===== src/rtl/ntfs_runlist_decoder_unit_macros.svh =====
// Assertion macros shared by the run list decoder modules.
`ifndef NTFS_RUNLIST_DECODER_UNIT_MACROS_SVH
`define NTFS_RUNLIST_DECODER_UNIT_MACROS_SVH
`ifndef SYNTHESIS
// Same-cycle implication, disabled while in reset.
`define NRD_ASSERT_IMP(lbl, ant, cons, msg) \
    lbl: assert property (@(posedge clk) disable iff (!rst_n) (ant) |-> (cons)) \
        else $error(msg);
// Next-cycle implication, disabled while in reset.
`define NRD_ASSERT_NXT(lbl, ant, cons, msg) \
    lbl: assert property (@(posedge clk) disable iff (!rst_n) (ant) |=> (cons)) \
        else $error(msg);
`else
`define NRD_ASSERT_IMP(lbl, ant, cons, msg)
`define NRD_ASSERT_NXT(lbl, ant, cons, msg)
`endif
`endif


===== src/rtl/nrd_pkg.sv =====
// Types and constants of the run list decoder.
package nrd_pkg;

    localparam int VCN_W  = 63;
    localparam int WORD_W = 64;
    localparam int CS_W   = 5;

    // Commands from the parser to the extent unit
    localparam logic [1:0] OP_START  = 2'd0;
    localparam logic [1:0] OP_EXTENT = 2'd1;
    localparam logic [1:0] OP_END    = 2'd2;
    localparam logic [1:0] OP_BAD    = 2'd3;

    // Result status codes
    localparam logic [1:0] ST_EXTENT = 2'd0;
    localparam logic [1:0] ST_END    = 2'd1;
    localparam logic [1:0] ST_BAD    = 2'd2;
    localparam logic [1:0] ST_UNUSED = 2'd3;

    // Register map (word index) and reset values
    localparam logic [0:0]      REG_CLUSTER_SHIFT   = 1'b0;
    localparam logic [CS_W-1:0] CLUSTER_SHIFT_RESET = 5'd12;

    typedef struct packed {
        logic [1:0]        op;
        logic [VCN_W-1:0]  start_vcn;
        logic [WORD_W-1:0] clusters;
        logic [WORD_W-1:0] len_bytes;
        logic [WORD_W-1:0] delta;
        logic              delta_zero;
        logic              eod;
    } nrd_cmd_t;

endpackage


===== src/rtl/nrd_stream_if.sv =====
// Valid/ready channels for input bytes and decoded results.
interface nrd_in_if;
    import nrd_pkg::*;

    logic             valid;
    logic             ready;
    logic             kind;
    logic [7:0]       data_byte;
    logic [VCN_W-1:0] start_vcn;
    logic             end_of_data;

    modport source (output valid, kind, data_byte, start_vcn, end_of_data, input ready);
    modport sink   (input valid, kind, data_byte, start_vcn, end_of_data, output ready);
endinterface

interface nrd_out_if;
    import nrd_pkg::*;

    logic             valid;
    logic             ready;
    logic [1:0]       status;
    logic [VCN_W-1:0] disk_offset;
    logic [VCN_W-1:0] length_bytes;
    logic [VCN_W-1:0] extent_vcn;
    logic             sparse;
    logic [VCN_W-1:0] total_bytes;
    logic             last;

    modport source (output valid, status, disk_offset, length_bytes, extent_vcn, sparse,
                    total_bytes, last, input ready);
    modport sink   (input valid, status, disk_offset, length_bytes, extent_vcn, sparse,
                    total_bytes, last, output ready);
endinterface


===== src/rtl/ntfs_runlist_decoder_unit.sv =====
// Top level of the NTFS mapping-pairs run list decoder.
//
//  channel   dir  handshake               payload
//  --------  ---  ----------------------  ----------------------------------------------
//  in_ch     in   valid/ready             kind, data_byte, start_vcn, end_of_data
//  out_ch    out  valid/ready             status, disk_offset, length_bytes, extent_vcn,
//                                         sparse, total_bytes, last
//  apb       in   psel/penable/pready     cluster_shift at byte address 0
//
//  Throughput is one item per cycle while the command queue is not full. A result passes
//  from the item that completes its record through the command queue, then through the
//  extent unit into the output register.
//  Reset is asynchronous, active low; it sets cluster_shift to 12 and idles the parser.
//  The command queue (QUEUE_DEPTH entries) absorbs output stalls; in_ch.ready drops only
//  when it is full, and the output register holds a result until it is taken.
module ntfs_runlist_decoder_unit #(
    parameter int FIELD_BYTES_MAX = 8,
    parameter int QUEUE_DEPTH     = 4
) (
    input  logic        clk,
    input  logic        rst_n,
    nrd_in_if.sink      in_ch,
    nrd_out_if.source   out_ch,
    input  logic        psel,
    input  logic        penable,
    input  logic        pwrite,
    input  logic [2:0]  paddr,
    input  logic [31:0] pwdata,
    output logic [31:0] prdata,
    output logic        pready
);
    import nrd_pkg::*;

    logic [CS_W-1:0] cluster_shift_reg, cluster_shift_next;
    logic            cfg_write;
    logic            cfg_hit;

    // Front to back: one command per start item or finished record
    logic     push;
    logic     q_full;
    logic     q_valid;
    logic     pop;
    nrd_cmd_t cmd_in;
    nrd_cmd_t cmd_out;

    // APB: zero-wait access; word index is paddr[2], the low byte bits are ignored
    assign pready    = 1'b1;
    assign cfg_write = psel && penable && pwrite && pready;
    assign cfg_hit   = (paddr[2] == REG_CLUSTER_SHIFT);
    assign prdata    = cfg_hit ? {27'd0, cluster_shift_reg} : 32'd0;

    always_comb
    begin
        cluster_shift_next = cluster_shift_reg;
        // Write only the shift; a write to any other word is dropped
        if (cfg_write && cfg_hit)
        begin
            cluster_shift_next = pwdata[CS_W-1:0];
        end
    end

    always_ff @(posedge clk or negedge rst_n)
    begin
        if (!rst_n)
        begin
            cluster_shift_reg <= CLUSTER_SHIFT_RESET;
        end
        else
        begin
            cluster_shift_reg <= cluster_shift_next;
        end
    end

    // Parse bytes: header, length and offset fields; classify each record
    nrd_front #(
        .FIELD_BYTES_MAX (FIELD_BYTES_MAX)
    ) u_front (
        .clk           (clk),
        .rst_n         (rst_n),
        .in_ch         (in_ch),
        .cluster_shift (cluster_shift_reg),
        .q_full        (q_full),
        .push          (push),
        .cmd           (cmd_in)
    );

    // Decouple parser and extent unit so each side stalls on its own
    nrd_cmd_queue #(
        .DEPTH (QUEUE_DEPTH)
    ) u_queue (
        .clk     (clk),
        .rst_n   (rst_n),
        .push    (push),
        .cmd_in  (cmd_in),
        .full    (q_full),
        .pop     (pop),
        .valid   (q_valid),
        .cmd_out (cmd_out)
    );

    // Advance running LCN, VCN and byte total; drive the result item
    nrd_back u_back (
        .clk           (clk),
        .rst_n         (rst_n),
        .cluster_shift (cluster_shift_reg),
        .q_valid       (q_valid),
        .cmd           (cmd_out),
        .pop           (pop),
        .out_ch        (out_ch)
    );

endmodule


===== src/rtl/nrd_front.sv =====
// Byte parser: walks headers and field bytes, issues one command per start item or finished record.
`include "ntfs_runlist_decoder_unit_macros.svh"
module nrd_front #(
    parameter int FIELD_BYTES_MAX = 8
) (
    input  logic                    clk,
    input  logic                    rst_n,
    nrd_in_if.sink                  in_ch,
    input  logic [nrd_pkg::CS_W-1:0] cluster_shift,
    input  logic                    q_full,
    output logic                    push,
    output nrd_pkg::nrd_cmd_t       cmd
);
    import nrd_pkg::*;

    localparam logic [1:0] PH_IDLE   = 2'd0;
    localparam logic [1:0] PH_HEADER = 2'd1;
    localparam logic [1:0] PH_LEN    = 2'd2;
    localparam logic [1:0] PH_OFF    = 2'd3;
    localparam logic [3:0] MAX_CNT   = 4'(FIELD_BYTES_MAX);

    logic [1:0]        phase_reg, phase_next;
    logic [3:0]        len_cnt_reg, len_cnt_next;
    logic [3:0]        off_cnt_reg, off_cnt_next;
    logic [3:0]        idx_reg, idx_next;
    logic [WORD_W-1:0] clus_reg, clus_next;
    logic [WORD_W-1:0] delta_reg, delta_next;

    logic              fire;
    logic [7:0]        b;
    logic [3:0]        idx_inc;
    logic [WORD_W-1:0] byte_lane;
    logic [WORD_W-1:0] clus_acc;
    logic [WORD_W-1:0] delta_acc;
    logic [WORD_W-1:0] delta_ext;
    logic [2:0]        cnt_m1;
    logic              sign_bit;

    assign in_ch.ready = !q_full;
    assign fire        = in_ch.valid && in_ch.ready;
    assign b           = in_ch.data_byte;
    assign idx_inc     = idx_reg + 4'd1;
    assign byte_lane   = {56'd0, b} << {idx_reg[2:0], 3'b000};
    assign clus_acc    = clus_reg | byte_lane;
    assign delta_acc   = delta_reg | byte_lane;
    assign cnt_m1      = off_cnt_reg[2:0] - 3'd1;
    assign sign_bit    = delta_acc[{cnt_m1, 3'b111}];

    // Sign-fill every byte lane above the received offset bytes
    always_comb
    begin
        for (int k = 0; k < 8; k++)
        begin
            delta_ext[8*k +: 8] = (4'(k) < off_cnt_reg) ? delta_acc[8*k +: 8] : {8{sign_bit}};
        end
    end

    always_comb
    begin
        phase_next   = phase_reg;
        len_cnt_next = len_cnt_reg;
        off_cnt_next = off_cnt_reg;
        idx_next     = idx_reg;
        clus_next    = clus_reg;
        delta_next   = delta_reg;
        push         = 1'b0;
        cmd.op         = OP_START;
        cmd.start_vcn  = in_ch.start_vcn;
        cmd.clusters   = clus_reg;
        cmd.len_bytes  = clus_reg << cluster_shift;
        cmd.delta      = delta_ext;
        cmd.delta_zero = (delta_ext == '0);
        cmd.eod        = in_ch.end_of_data;

        if (fire)
        begin
            if (!in_ch.kind)
            begin
                // Start a new list: drop any partial record
                push         = 1'b1;
                cmd.op       = OP_START;
                phase_next   = PH_HEADER;
                len_cnt_next = '0;
                off_cnt_next = '0;
                idx_next     = '0;
                clus_next    = '0;
                delta_next   = '0;
            end
            else
            begin
                case (phase_reg)
                    PH_HEADER:
                    begin
                        if (b == 8'd0)
                        begin
                            push       = 1'b1;
                            cmd.op     = OP_END;
                            phase_next = PH_IDLE;
                        end
                        else
                        begin
                            len_cnt_next = b[3:0];
                            off_cnt_next = b[7:4];
                            if (b[3:0] > MAX_CNT || b[7:4] > MAX_CNT || in_ch.end_of_data)
                            begin
                                push       = 1'b1;
                                cmd.op     = OP_BAD;
                                phase_next = PH_IDLE;
                            end
                            else
                            begin
                                idx_next   = '0;
                                clus_next  = '0;
                                delta_next = '0;
                                phase_next = (b[3:0] != 4'd0) ? PH_LEN : PH_OFF;
                            end
                        end
                    end
                    PH_LEN:
                    begin
                        clus_next = clus_acc;
                        idx_next  = idx_inc;
                        if (idx_inc >= len_cnt_reg)
                        begin
                            if (off_cnt_reg == 4'd0)
                            begin
                                // Record without offset bytes: sparse extent
                                push           = 1'b1;
                                cmd.op         = OP_EXTENT;
                                cmd.clusters   = clus_acc;
                                cmd.len_bytes  = clus_acc << cluster_shift;
                                cmd.delta      = '0;
                                cmd.delta_zero = 1'b1;
                                phase_next     = in_ch.end_of_data ? PH_IDLE : PH_HEADER;
                            end
                            else if (in_ch.end_of_data)
                            begin
                                push       = 1'b1;
                                cmd.op     = OP_BAD;
                                phase_next = PH_IDLE;
                            end
                            else
                            begin
                                idx_next   = '0;
                                phase_next = PH_OFF;
                            end
                        end
                        else if (in_ch.end_of_data)
                        begin
                            push       = 1'b1;
                            cmd.op     = OP_BAD;
                            phase_next = PH_IDLE;
                        end
                    end
                    PH_OFF:
                    begin
                        delta_next = delta_acc;
                        idx_next   = idx_inc;
                        if (idx_inc >= off_cnt_reg)
                        begin
                            push       = 1'b1;
                            cmd.op     = OP_EXTENT;
                            phase_next = in_ch.end_of_data ? PH_IDLE : PH_HEADER;
                        end
                        else if (in_ch.end_of_data)
                        begin
                            push       = 1'b1;
                            cmd.op     = OP_BAD;
                            phase_next = PH_IDLE;
                        end
                    end
                    default:
                    begin
                        // Idle: stream bytes are dropped
                    end
                endcase
            end
        end
    end

    always_ff @(posedge clk or negedge rst_n)
    begin
        if (!rst_n)
        begin
            phase_reg   <= PH_IDLE;
            len_cnt_reg <= '0;
            off_cnt_reg <= '0;
            idx_reg     <= '0;
            clus_reg    <= '0;
            delta_reg   <= '0;
        end
        else
        begin
            phase_reg   <= phase_next;
            len_cnt_reg <= len_cnt_next;
            off_cnt_reg <= off_cnt_next;
            idx_reg     <= idx_next;
            clus_reg    <= clus_next;
            delta_reg   <= delta_next;
        end
    end

    `NRD_ASSERT_NXT(a_start_to_header, fire && !in_ch.kind, phase_reg == PH_HEADER, "start must enter header phase")
    `NRD_ASSERT_IMP(a_push_on_accept, push, fire, "command issued without an accepted item")
    `NRD_ASSERT_IMP(a_len_nonzero, phase_reg == PH_LEN, len_cnt_reg != 4'd0, "length phase with zero length bytes")

endmodule


===== src/rtl/nrd_cmd_queue.sv =====
// Short command queue between the parser and the extent unit.
`include "ntfs_runlist_decoder_unit_macros.svh"
module nrd_cmd_queue #(
    parameter int DEPTH = 4
) (
    input  logic              clk,
    input  logic              rst_n,
    input  logic              push,
    input  nrd_pkg::nrd_cmd_t cmd_in,
    output logic              full,
    input  logic              pop,
    output logic              valid,
    output nrd_pkg::nrd_cmd_t cmd_out
);
    import nrd_pkg::*;

    localparam int PTR_W = $clog2(DEPTH);
    localparam int CNT_W = $clog2(DEPTH + 1);

    nrd_cmd_t          slot_reg [DEPTH];
    logic [PTR_W-1:0]  wr_ptr_reg, wr_ptr_next;
    logic [PTR_W-1:0]  rd_ptr_reg, rd_ptr_next;
    logic [CNT_W-1:0]  count_reg, count_next;

    assign full    = (count_reg == CNT_W'(DEPTH));
    assign valid   = (count_reg != '0);
    assign cmd_out = slot_reg[rd_ptr_reg];

    always_comb
    begin
        wr_ptr_next = wr_ptr_reg;
        rd_ptr_next = rd_ptr_reg;
        count_next  = count_reg;
        if (push)
        begin
            wr_ptr_next = (wr_ptr_reg == PTR_W'(DEPTH - 1)) ? '0 : wr_ptr_reg + 1'b1;
        end
        if (pop)
        begin
            rd_ptr_next = (rd_ptr_reg == PTR_W'(DEPTH - 1)) ? '0 : rd_ptr_reg + 1'b1;
        end
        if (push && !pop)
        begin
            count_next = count_reg + 1'b1;
        end
        else if (pop && !push)
        begin
            count_next = count_reg - 1'b1;
        end
    end

    always_ff @(posedge clk)
    begin
        if (push)
        begin
            slot_reg[wr_ptr_reg] <= cmd_in;
        end
    end

    always_ff @(posedge clk or negedge rst_n)
    begin
        if (!rst_n)
        begin
            wr_ptr_reg <= '0;
            rd_ptr_reg <= '0;
            count_reg  <= '0;
        end
        else
        begin
            wr_ptr_reg <= wr_ptr_next;
            rd_ptr_reg <= rd_ptr_next;
            count_reg  <= count_next;
        end
    end

    `NRD_ASSERT_IMP(a_no_overflow, push, !full, "push into a full queue")
    `NRD_ASSERT_IMP(a_no_underflow, pop, valid, "pop from an empty queue")
    `NRD_ASSERT_IMP(a_count_bound, 1'b1, count_reg <= CNT_W'(DEPTH), "queue count beyond depth")

endmodule


===== src/rtl/nrd_back.sv =====
// Extent unit: keeps running VCN, LCN and byte total, forms each result item.
`include "ntfs_runlist_decoder_unit_macros.svh"
module nrd_back (
    input  logic                     clk,
    input  logic                     rst_n,
    input  logic [nrd_pkg::CS_W-1:0] cluster_shift,
    input  logic                     q_valid,
    input  nrd_pkg::nrd_cmd_t        cmd,
    output logic                     pop,
    nrd_out_if.source                out_ch
);
    import nrd_pkg::*;

    logic [WORD_W-1:0] vcn_reg, vcn_next;
    logic [WORD_W-1:0] lcn_reg, lcn_next;
    logic [WORD_W-1:0] total_reg, total_next;

    logic              out_valid_reg, out_valid_next;
    logic [1:0]        st_reg, st_next;
    logic [VCN_W-1:0]  off_reg, off_next;
    logic [VCN_W-1:0]  len_reg, len_next;
    logic [VCN_W-1:0]  evcn_reg, evcn_next;
    logic              sp_reg, sp_next;
    logic [VCN_W-1:0]  tot_reg, tot_next;
    logic              last_reg, last_next;

    logic [WORD_W-1:0] new_lcn;
    logic [WORD_W-1:0] new_total;
    logic [WORD_W-1:0] off_full;
    logic              is_sparse;

    assign pop       = q_valid && (!out_valid_reg || out_ch.ready);
    assign new_lcn   = lcn_reg + cmd.delta;
    assign new_total = total_reg + cmd.len_bytes;
    assign is_sparse = cmd.delta_zero || (new_lcn == '0);
    assign off_full  = new_lcn << cluster_shift;

    always_comb
    begin
        vcn_next       = vcn_reg;
        lcn_next       = lcn_reg;
        total_next     = total_reg;
        out_valid_next = out_valid_reg && !out_ch.ready;
        st_next        = st_reg;
        off_next       = off_reg;
        len_next       = len_reg;
        evcn_next      = evcn_reg;
        sp_next        = sp_reg;
        tot_next       = tot_reg;
        last_next      = last_reg;
        if (pop)
        begin
            case (cmd.op)
                OP_START:
                begin
                    vcn_next   = {1'b0, cmd.start_vcn};
                    lcn_next   = '0;
                    total_next = '0;
                end
                OP_EXTENT:
                begin
                    lcn_next       = new_lcn;
                    total_next     = new_total;
                    vcn_next       = vcn_reg + cmd.clusters;
                    out_valid_next = 1'b1;
                    st_next        = ST_EXTENT;
                    off_next       = is_sparse ? '0 : off_full[VCN_W-1:0];
                    len_next       = cmd.len_bytes[VCN_W-1:0];
                    evcn_next      = vcn_reg[VCN_W-1:0];
                    sp_next        = is_sparse;
                    tot_next       = new_total[VCN_W-1:0];
                    last_next      = cmd.eod;
                end
                default:
                begin
                    // End marker or bad record: report position and total, close the list
                    out_valid_next = 1'b1;
                    st_next        = (cmd.op == OP_END) ? ST_END : ST_BAD;
                    off_next       = '0;
                    len_next       = '0;
                    evcn_next      = vcn_reg[VCN_W-1:0];
                    sp_next        = 1'b0;
                    tot_next       = total_reg[VCN_W-1:0];
                    last_next      = 1'b1;
                end
            endcase
        end
    end

    always_ff @(posedge clk or negedge rst_n)
    begin
        if (!rst_n)
        begin
            vcn_reg       <= '0;
            lcn_reg       <= '0;
            total_reg     <= '0;
            out_valid_reg <= 1'b0;
        end
        else
        begin
            vcn_reg       <= vcn_next;
            lcn_reg       <= lcn_next;
            total_reg     <= total_next;
            out_valid_reg <= out_valid_next;
        end
    end

    always_ff @(posedge clk)
    begin
        st_reg   <= st_next;
        off_reg  <= off_next;
        len_reg  <= len_next;
        evcn_reg <= evcn_next;
        sp_reg   <= sp_next;
        tot_reg  <= tot_next;
        last_reg <= last_next;
    end

    assign out_ch.valid        = out_valid_reg;
    assign out_ch.status       = st_reg;
    assign out_ch.disk_offset  = off_reg;
    assign out_ch.length_bytes = len_reg;
    assign out_ch.extent_vcn   = evcn_reg;
    assign out_ch.sparse       = sp_reg;
    assign out_ch.total_bytes  = tot_reg;
    assign out_ch.last         = last_reg;

    `NRD_ASSERT_IMP(a_status_legal, out_valid_reg, st_reg != ST_UNUSED, "unused status code")
    `NRD_ASSERT_IMP(a_sparse_zero_off, out_valid_reg && sp_reg, off_reg == '0, "sparse extent with a disk offset")
    `NRD_ASSERT_IMP(a_stop_is_last, out_valid_reg && st_reg != ST_EXTENT, last_reg && !sp_reg && len_reg == '0, "end or error result not closing the list")

endmodule

===== src/flat_wrapper.sv =====
// flat-port wrapper written by rule: the top's interface ports become plain ports
module ntfs_runlist_decoder_unit_flat import nrd_pkg::*;
#(
    parameter int FIELD_BYTES_MAX = 8,
    parameter int QUEUE_DEPTH     = 4
)
  (clk, rst_n, psel, penable, pwrite, paddr, pwdata, prdata, pready, in_ch_valid, in_ch_kind, in_ch_data_byte, in_ch_start_vcn, in_ch_end_of_data, in_ch_ready, out_ch_valid, out_ch_status, out_ch_disk_offset, out_ch_length_bytes, out_ch_extent_vcn, out_ch_sparse, out_ch_total_bytes, out_ch_last, out_ch_ready);
  nrd_in_if in_ch_i ();
  nrd_out_if out_ch_i ();
  input  logic clk;
  input  logic rst_n;
  input  logic psel;
  input  logic penable;
  input  logic pwrite;
  input  logic [2:0] paddr;
  input  logic [31:0] pwdata;
  output logic [31:0] prdata;
  output logic pready;
  input wire logic [$bits(in_ch_i.valid)-1:0] in_ch_valid;
  input wire logic [$bits(in_ch_i.kind)-1:0] in_ch_kind;
  input wire logic [$bits(in_ch_i.data_byte)-1:0] in_ch_data_byte;
  input wire logic [$bits(in_ch_i.start_vcn)-1:0] in_ch_start_vcn;
  input wire logic [$bits(in_ch_i.end_of_data)-1:0] in_ch_end_of_data;
  output wire logic [$bits(in_ch_i.ready)-1:0] in_ch_ready;
  output wire logic [$bits(out_ch_i.valid)-1:0] out_ch_valid;
  output wire logic [$bits(out_ch_i.status)-1:0] out_ch_status;
  output wire logic [$bits(out_ch_i.disk_offset)-1:0] out_ch_disk_offset;
  output wire logic [$bits(out_ch_i.length_bytes)-1:0] out_ch_length_bytes;
  output wire logic [$bits(out_ch_i.extent_vcn)-1:0] out_ch_extent_vcn;
  output wire logic [$bits(out_ch_i.sparse)-1:0] out_ch_sparse;
  output wire logic [$bits(out_ch_i.total_bytes)-1:0] out_ch_total_bytes;
  output wire logic [$bits(out_ch_i.last)-1:0] out_ch_last;
  input wire logic [$bits(out_ch_i.ready)-1:0] out_ch_ready;
  assign in_ch_i.valid = in_ch_valid;
  assign in_ch_i.kind = in_ch_kind;
  assign in_ch_i.data_byte = in_ch_data_byte;
  assign in_ch_i.start_vcn = in_ch_start_vcn;
  assign in_ch_i.end_of_data = in_ch_end_of_data;
  assign in_ch_ready = in_ch_i.ready;
  assign out_ch_valid = out_ch_i.valid;
  assign out_ch_status = out_ch_i.status;
  assign out_ch_disk_offset = out_ch_i.disk_offset;
  assign out_ch_length_bytes = out_ch_i.length_bytes;
  assign out_ch_extent_vcn = out_ch_i.extent_vcn;
  assign out_ch_sparse = out_ch_i.sparse;
  assign out_ch_total_bytes = out_ch_i.total_bytes;
  assign out_ch_last = out_ch_i.last;
  assign out_ch_i.ready = out_ch_ready;
  ntfs_runlist_decoder_unit #(.FIELD_BYTES_MAX(FIELD_BYTES_MAX), .QUEUE_DEPTH(QUEUE_DEPTH)) u_core (.clk(clk), .rst_n(rst_n), .in_ch(in_ch_i), .out_ch(out_ch_i), .psel(psel), .penable(penable), .pwrite(pwrite), .paddr(paddr), .pwdata(pwdata), .prdata(prdata), .pready(pready));
endmodule

===== config.mk =====
export PLATFORM = sky130hd
export DESIGN_NAME = ntfs_runlist_decoder_unit_flat
export DESIGN_NICKNAME = d
export VERILOG_FILES = /design/src/rtl/nrd_pkg.sv /design/src/rtl/nrd_stream_if.sv /design/src/rtl/ntfs_runlist_decoder_unit.sv /design/src/rtl/nrd_front.sv /design/src/rtl/nrd_cmd_queue.sv /design/src/rtl/nrd_back.sv /design/src/flat_wrapper.sv
export VERILOG_INCLUDE_DIRS = /design/src /design/src/rtl
export SDC_FILE = /design/constraint.sdc
export NUM_CORES = 2
export LEC_CHECK = 0
export ABC_AREA = 1
export BUFFER_PORTS_ARGS = -buffer_cell sky130_fd_sc_hd__buf_2
export CORE_UTILIZATION = 51
export DETAILED_ROUTE_END_ITERATION = 7
export PLACE_DENSITY = 0.8
export SLEW_MARGIN = 20
export SYNTH_ARGS = -nofsm -noshare
export SYNTH_HDL_FRONTEND = slang
export SYNTH_SLANG_ARGS = --single-unit
export TNS_END_PERCENT = 5

===== constraint.sdc =====
create_clock -name clk -period 18.4 [get_ports clk]
set_input_delay 0 -clock clk [delete_from_list [all_inputs] [get_ports clk]]
set_output_delay 0 -clock clk [all_outputs]
set_load 0.03 [all_outputs]

======== Word-level counts from Yosys, hierarchy flattened ========
Memories as Yosys holds them, arrays and structs flattened.
Cells that the tools add are included.
word-level totals
  register bits after elaboration ......... 603
  memory bits (writable) .................. 1036
  input bits .............................. 115
  output and inout bits ................... 291
  logic and storage cells ................. 183
  memories kept ........................... 1
cells by class
  add/subtract/negate cells ............... 9
  magnitude comparators ................... 13
  equal/unequal tests ..................... 15
  shift operators ......................... 4
  mux-type cells .......................... 83
  bitwise logic cells ..................... 4
  reduce and logical (&&, ||, !) cells .... 33
memory list
  name                     words  width  rd ports  clocked after memory_dff  write ports  line                 RTL
  u_core.u_queue.slot_reg  4      259    1         0                         1            nrd_cmd_queue.sv:20  nrd_cmd_t slot_reg [DEPTH];
operator list
  cell                                                       count
  two-way mux 193 bit                                        5
  case mux 64 bit (2 select lines)                           5
  case mux 63 bit (2 select lines)                           3
  two-way mux 64 bit                                         4
  adder 64 bit                                               3
  zero test 64 bit                                           2
  bitwise OR 64 bit                                          2
  left shift 64 x 5 -> 64 bit                                2
  two-way mux 8 bit                                          8
  left shift 64 x 5 -> 63 bit                                1
  left shift 8 x 6 -> 64 bit                                 1
  two-way mux 63 bit                                         1
  two-way mux 4 bit                                          12
  two-way mux 2 bit                                          19
  less-than comparator 3 x 4 -> 1 bit, first input constant  4
  two-way mux 1 bit                                          15
  case mux 2 bit (3 select lines)                            2
  case mux 4 bit (3 select lines)                            1
  AND reduction 4 bit                                        3
  equality test 2 bit, second input constant                 5
  >= comparator 4 bit                                        2
  > comparator 4 bit, second input constant                  2
  logical AND 1 bit                                          8
  zero test 8 bit                                            1
  30 further kinds                                           50

======== Logic depth before layout (Yosys ltp) ========
  depth in word-level cells ............... 12
  mapped depth ............................ 32

======== By module ========
Synthesis repeated with hierarchy kept, for this count alone.
unflattened totals
  cells, all modules ...................... 10976
  area total of the unflattened synthesis .. 92819.0 µm²
by module, submodules not included
  module                     instances  cells an instance  area an instance (µm²)
  nrd_cmd_queue              1          3075               41587.4
  nrd_back                   1          4976               34174.0
  nrd_front                  1          2860               16578.4
  ntfs_runlist_decoder_unit  1          65                 479.2

======== Worst setup path before layout ========
OpenSTA, ideal clock, no wires.
  kind .................................... register -> register
  from .................................... register u_core.u_front.idx_reg[2]
  to ...................................... memory u_core.u_queue.slot_reg[0][0] (netlist bit), enable pin
  arrival ................................. 12685 ps
  data required time ...................... 17520 ps
  path slack .............................. 4835 ps
  stages on the path, launching flop included .. 16
  buffers on the path ..................... 2
  path through ............................ dfrtp_1 buf_2 clkbuf_1 xnor2_1 inv_1 ha_1 nand4_1 nand3_1 nand2_1 inv_1 o21ai_0 o21ai_0 o21ai_0 nand2_1 nand2_1 nor2_1
between the ends
  word-level cells in the longest chain between the ends .. 8
  elaborated cells on any way between the ends .. 10
  classes of those cells .................. add/sub: 1; order compare: 2; mux: 7
ends and longest elaborated chain
  element                                        line                                RTL
  from (decl)                                    nrd_front.sv:25                     logic [3:0] idx_reg, idx_next;
  from (signal assigned)                         nrd_front.sv:197                    idx_reg <= idx_next;
  adder 4 x 1 -> 4 bit *                         nrd_front.sv:42                     assign idx_inc = idx_reg + 4'd1;
  >= comparator 4 bit, on equally long branches  nrd_front.sv:159, nrd_front.sv:123
  two-way mux 1 bit, on equally long branches    nrd_front.sv:159, nrd_front.sv:123
  case mux 1 bit (3 select lines) *              nrd_front.sv:91                     case (phase_reg)
  two-way mux 1 bit *                            nrd_front.sv:77                     if (!in_ch.kind)
  two-way mux 1 bit *                            nrd_front.sv:75                     if (fire)
  two-way mux 1 bit *                            nrd_cmd_queue.sv:54                 if (push)
  two-way mux 1 bit (not written as such) *      nrd_cmd_queue.sv:56                 slot_reg[wr_ptr_reg] <= cmd_in;
  to (decl)                                      nrd_cmd_queue.sv:20
Every way passes the cells marked *; elsewhere a longest branch is shown, timed or not.

======== Final worst setup path ========
  from .................................... register u_core.u_queue.rd_ptr_reg[0]
  to ...................................... register u_core.u_back.off_reg[57], in the netlist u_core.u_back.out_ch.disk_offset[57] (data pin)
between the ends
  word-level cells in the longest chain between the ends .. 6
  elaborated cells on any way between the ends .. 9
  classes of those cells .................. add/sub: 1; eq/ne: 1; shift: 1; mux: 2; reduce/logical: 3; memory: 1
ends and longest elaborated chain
  element                                               line                 RTL
  from (decl)                                           nrd_cmd_queue.sv:22  logic [PTR_W-1:0] rd_ptr_reg, rd_ptr_next;
  from (signal assigned)                                nrd_cmd_queue.sv:71  rd_ptr_reg <= rd_ptr_next;
  memory (4 x 259 bit) *                                --
  branches (longest 4 deep; another with adder 64 bit)  --
  case mux 63 bit (2 select lines) *                    nrd_back.sv:53       case (cmd.op)
  to (signal assigned)                                  nrd_back.sv:111      off_reg <= off_next;
  to (decl)                                             nrd_back.sv:20       logic [VCN_W-1:0] off_reg, off_next;
Every way passes the cells marked *.
A chain may end at the register's enable or synchronous reset.

==> impl_results.md <==
* Pin count of the biggest net entering global routing at 187
* Total Die Area at 0.1741 mm^2
* GRT overflow at 0
* Slew Limit Headroom at 13.13%
* Hold_buf cts at 169
* Tot GR Track Use at 32.91%
* Later-pin clock latency in the skew report at 0.85 ns
* Fin crit period at 7.164 ns
* Max reg flops at 1028
* Drt pass-1 iters at 8
* Ys flop type: edfxtp_1
* Synth Instances at 10240
* Post-route ant nets at 0
* Worst setup slack after placement at 11.51 ns
* Power Internal at 10.11 mW
* Input/output buffers at 348
* FILL cells at 14820
* CTS tree: built
* Core Rows at 152
* Clock Sinks at 1628
* Hold WC Path Type: input port to flip-flop
* CTS Buf Count at 166
* Vias in the first global route at 70920
* Initial Util at 51.28%
* CTS Root Cell: clkbuf_16
* Failing checks: DRC
* Crit Path Max Fanout at 116
* Pwr dens at 205.2 mW/mm^2
* Total power at 20.22 mW
* Number of synthesized flops with an enable pin at 1284
* Final WL at 294800 um
* Critical Path AT at 7.65 ns
* Vias/cell at 5.893
* Setup Fix Bufs, Post-CTS at 0
* Worst-Margin Slew at 1.289 ns
* Mean Syn Cell Area at 8.589 um^2
* CP Capture Type: flip-flop
* FMAX at 139.6 MHz
* Wire per inst at 22.75 um
* Die X at 417.3 um
* Sequential fraction of the synthesis area at 53.62%
* WS Path Type: flip-flop to flip-flop
* Seq pwr share at 28.8%
* Yosys reg bits at 1628
* Final net count at 10820
* Total I/O pin count at 406
* Area grow syn2layout at 12.07%
* Post-Synthesis Cell Area at 0.08796 mm^2
* Required @ worst endpoint at 18.88 ns
* Max Transition Viols Final at 0
* Smallest setup slack after layout at 11.24 ns
* Ys async rst share at 21.13%
* Post-DP HPWL at 207900 um
* H-Tree Level Count at 4
* Non-filler cells, final at 12960
* Worst Clk Skew at 0.05722 ns
* 1st-iter DRT viols at 9508
* Reg clk slew, reported paths at 0.06 ns
* Count of final setup violators at 0
* DRC at 3
* First-pass GRT wire length at 433900 um
* TNS Setup at 0 ns
* VDD IR-drop max at 0.1417 mV
* Run status: finished, violations left
* Core box area at 0.1715 mm^2
* Part of the cycle the worst path needs at 38.94%
* Initial antenna violation count at 5
* Switching power at 10.11 mW
* GP Congestion at 1.043
* Cell count after placement at 12470
* Final Hold Fails at 0
* Layout cell share with drive strength beyond 1 at 7.922%
* Clk pwr share at 16.8%
* Sw frac at 50.01%
* MaxCap Viol Count at 0
* Count of cell types in the netlist at 63
* Vias at 76350
* Post-CTS sizing at 0
* Deepest clock path buffer count at 3
* RSZ-0062 raised after global routing: no
* Leak pwr at 40.92 nW
* DIE HEIGHT at 417.3 um
* Comb power frac at 54.4%
* CP Launch Type: flip-flop
* Synthesis Warnings at 0
cells in the final DEF, fill, tap and decap left out, types with 35 or more instances in the layout:
cell type      netlist  routed
nand2_1           2223    2221
edfxtp_1          1284    1284
nor2_1            1257    1251
o21ai_0           1242    1240
inv_1              888     880
nand3_1            689     689
a21oi_1            645     645
buf_2               25     347
dfrtp_1            342     337
ha_1               208     208
o22ai_1            181     181
dlygate4sd3_1        0     168
clkbuf_16            0     167
a31oi_1             98      98
mux2i_1             83      83
buf_4               29      68
nor3_1              67      63
nand4_1             46      46
o211ai_1            44      44
xor2_1              39      39
xnor2_1             35      35
area by class of cell:
class | instances | area, um^2 | area share [%]
Clock inverter | 108 | 1130 | 1.146
Inverter | 916 | 3467 | 3.517
Multi-Input combinational cell | 7190 | 35340 | 35.85
Clock buffer | 205 | 4392 | 4.455
Antenna cell | 5 | 12.51 | 0.01269
Sequential cell | 1628 | 47190 | 47.88
Tap cell | 2310 | 2890 | 2.932
Timing Repair Buffer | 594 | 4151 | 4.211
path summary, 6_finish.rpt:
kind	slack [ns]	to	depth (start not counted)	startpoint
max	11.24	u_core.u_back.out_ch.disk_offset[57]	25	u_core.u_queue.rd_ptr_reg[0]
min in group asynchronous	0.40	u_core.cluster_shift_reg[3]	3	rst_n
min reg2reg	0.48	u_core.u_back.out_ch.extent_vcn[54]	0	u_core.u_back.vcn_reg[54]
min	0.06	u_core.u_front.phase_reg[1]	7	in_ch_valid
max in group asynchronous	16.49	u_core.u_queue.rd_ptr_reg[0]	5	rst_n
max reg2reg	11.24	u_core.u_back.out_ch.disk_offset[57]	25	u_core.u_queue.rd_ptr_reg[0]
power by group through the flow:
stage,sequential (mW),combinational [mW],clock [mW]
2_1_floorplan,6.61,6.61,0
3_3_place_gp,5.83,10.5,0
3_5_place_dp,5.87,10.7,0
4_1_cts,5.80,10.8,3.42
5_1_grt,5.88,11.9,3.56
6_report,5.82,11.0,3.40
cell families (layout without fill, tap and decap cells):
logic type                 count (synthesis)  in the layout  synth area share [%]
and+or+nand+nor                         4398           4398                 20.37
AOI/OAI and AO/OA                       2380           2380                 14.66
DFF                                     1628           1628                 53.62
buffers and inverters                   1449           1823                 6.411
adders and majority gates                212            212                 3.050
muxes                                     98             98                 1.137
xor gates and xnor gates                  74             74                0.7368
other                                      2             33              0.008538
worst max-delay path, stage by stage, from the launching register on:
cell,delay (ns)
dfrtp_4,0.52
inv_8,0.51
buf_4,0.85
nand2_1,0.11
a32oi_1,0.64
inv_1,0.12
fa_1,0.43
inv_1,0.09
nand3_1,0.08
nand2_1,0.14
nand3_1,0.08
nand3_1,0.31
nand2_1,0.12
nand2_1,0.22
nand2_1,0.14
nand2_1,0.08
nand2_1,0.07
nand2_1,0.27
nand2_1,0.09
nor2_1,0.19
nand2_1,0.09
nor2_1,0.28
nand3_2,0.28
nand3_2,0.12
buf_4,0.58
a21oi_1,0.19
routing by layer:
metal  part of all wire [%]  up-vias  GRT usage [%]
li1                       -    35520              -
met1                     40    36370          43.91
met2                     46     3831          52.55
met3                    8.7      628          5.267
met4                    5.1        2          15.62
met5                 0.0068        -              0
cell usage after synthesis (4+ instances only):
| master | number | area (um^2) |
|---|---|---|
| ha_1 | 208 | 2603 |
| inv_2 | 22 | 82.58 |
| and3_1 | 9 | 56.30 |
| a32oi_1 | 6 | 52.55 |
| o21a_1 | 20 | 150.1 |
| nor2_1 | 1257 | 4718 |
| nor4_1 | 17 | 106.4 |
| buf_1 | 99 | 371.6 |
| inv_1 | 888 | 3333 |
| nand3_2 | 4 | 40.04 |
| mux2_2 | 15 | 168.9 |
| o31ai_1 | 12 | 90.09 |
| a311oi_1 | 4 | 35.03 |
| o21ai_0 | 1242 | 6216 |
| nor2_2 | 16 | 100.1 |
| nand4_1 | 46 | 287.8 |
| nand3b_1 | 23 | 172.7 |
| a21oi_1 | 645 | 3228 |
| nand2_1 | 2223 | 8344 |
| buf_4 | 29 | 217.7 |
| o22ai_1 | 181 | 1132 |
| fa_1 | 4 | 80.08 |
| a21oi_2 | 30 | 262.8 |
| edfxtp_1 | 1284 | 38560 |
| o211ai_1 | 44 | 330.3 |
| o32ai_1 | 6 | 52.55 |
| mux2i_1 | 83 | 830.8 |
| nand2_2 | 13 | 81.33 |
| a211oi_1 | 12 | 90.09 |
| xnor2_1 | 35 | 306.5 |
| dfrtp_1 | 342 | 8558 |
| clkbuf_1 | 376 | 1411 |
| a21o_1 | 27 | 202.7 |
| o221ai_1 | 7 | 61.31 |
| nand3_1 | 689 | 3448 |
| o21bai_1 | 20 | 150.1 |
| clkinv_1 | 6 | 22.52 |
| a31oi_1 | 98 | 613.1 |
| nor3_1 | 67 | 335.3 |
| xor2_1 | 39 | 341.6 |
| buf_2 | 25 | 125.1 |
| or2_2 | 28 | 175.2 |
through the flow:
step	util, %	hold slack, ns	area [um^2]
after floorplan	-	-0.2956	88060
after global placement	53.24	0.03196	91330
after detailed placement	53.24	0.03873	91330
after CTS	57.45	0.01729	98560
after global routing	57.46	0.07840	98570
final	57.46	0.06061	98580
Power figures use the tool's default switching activity.
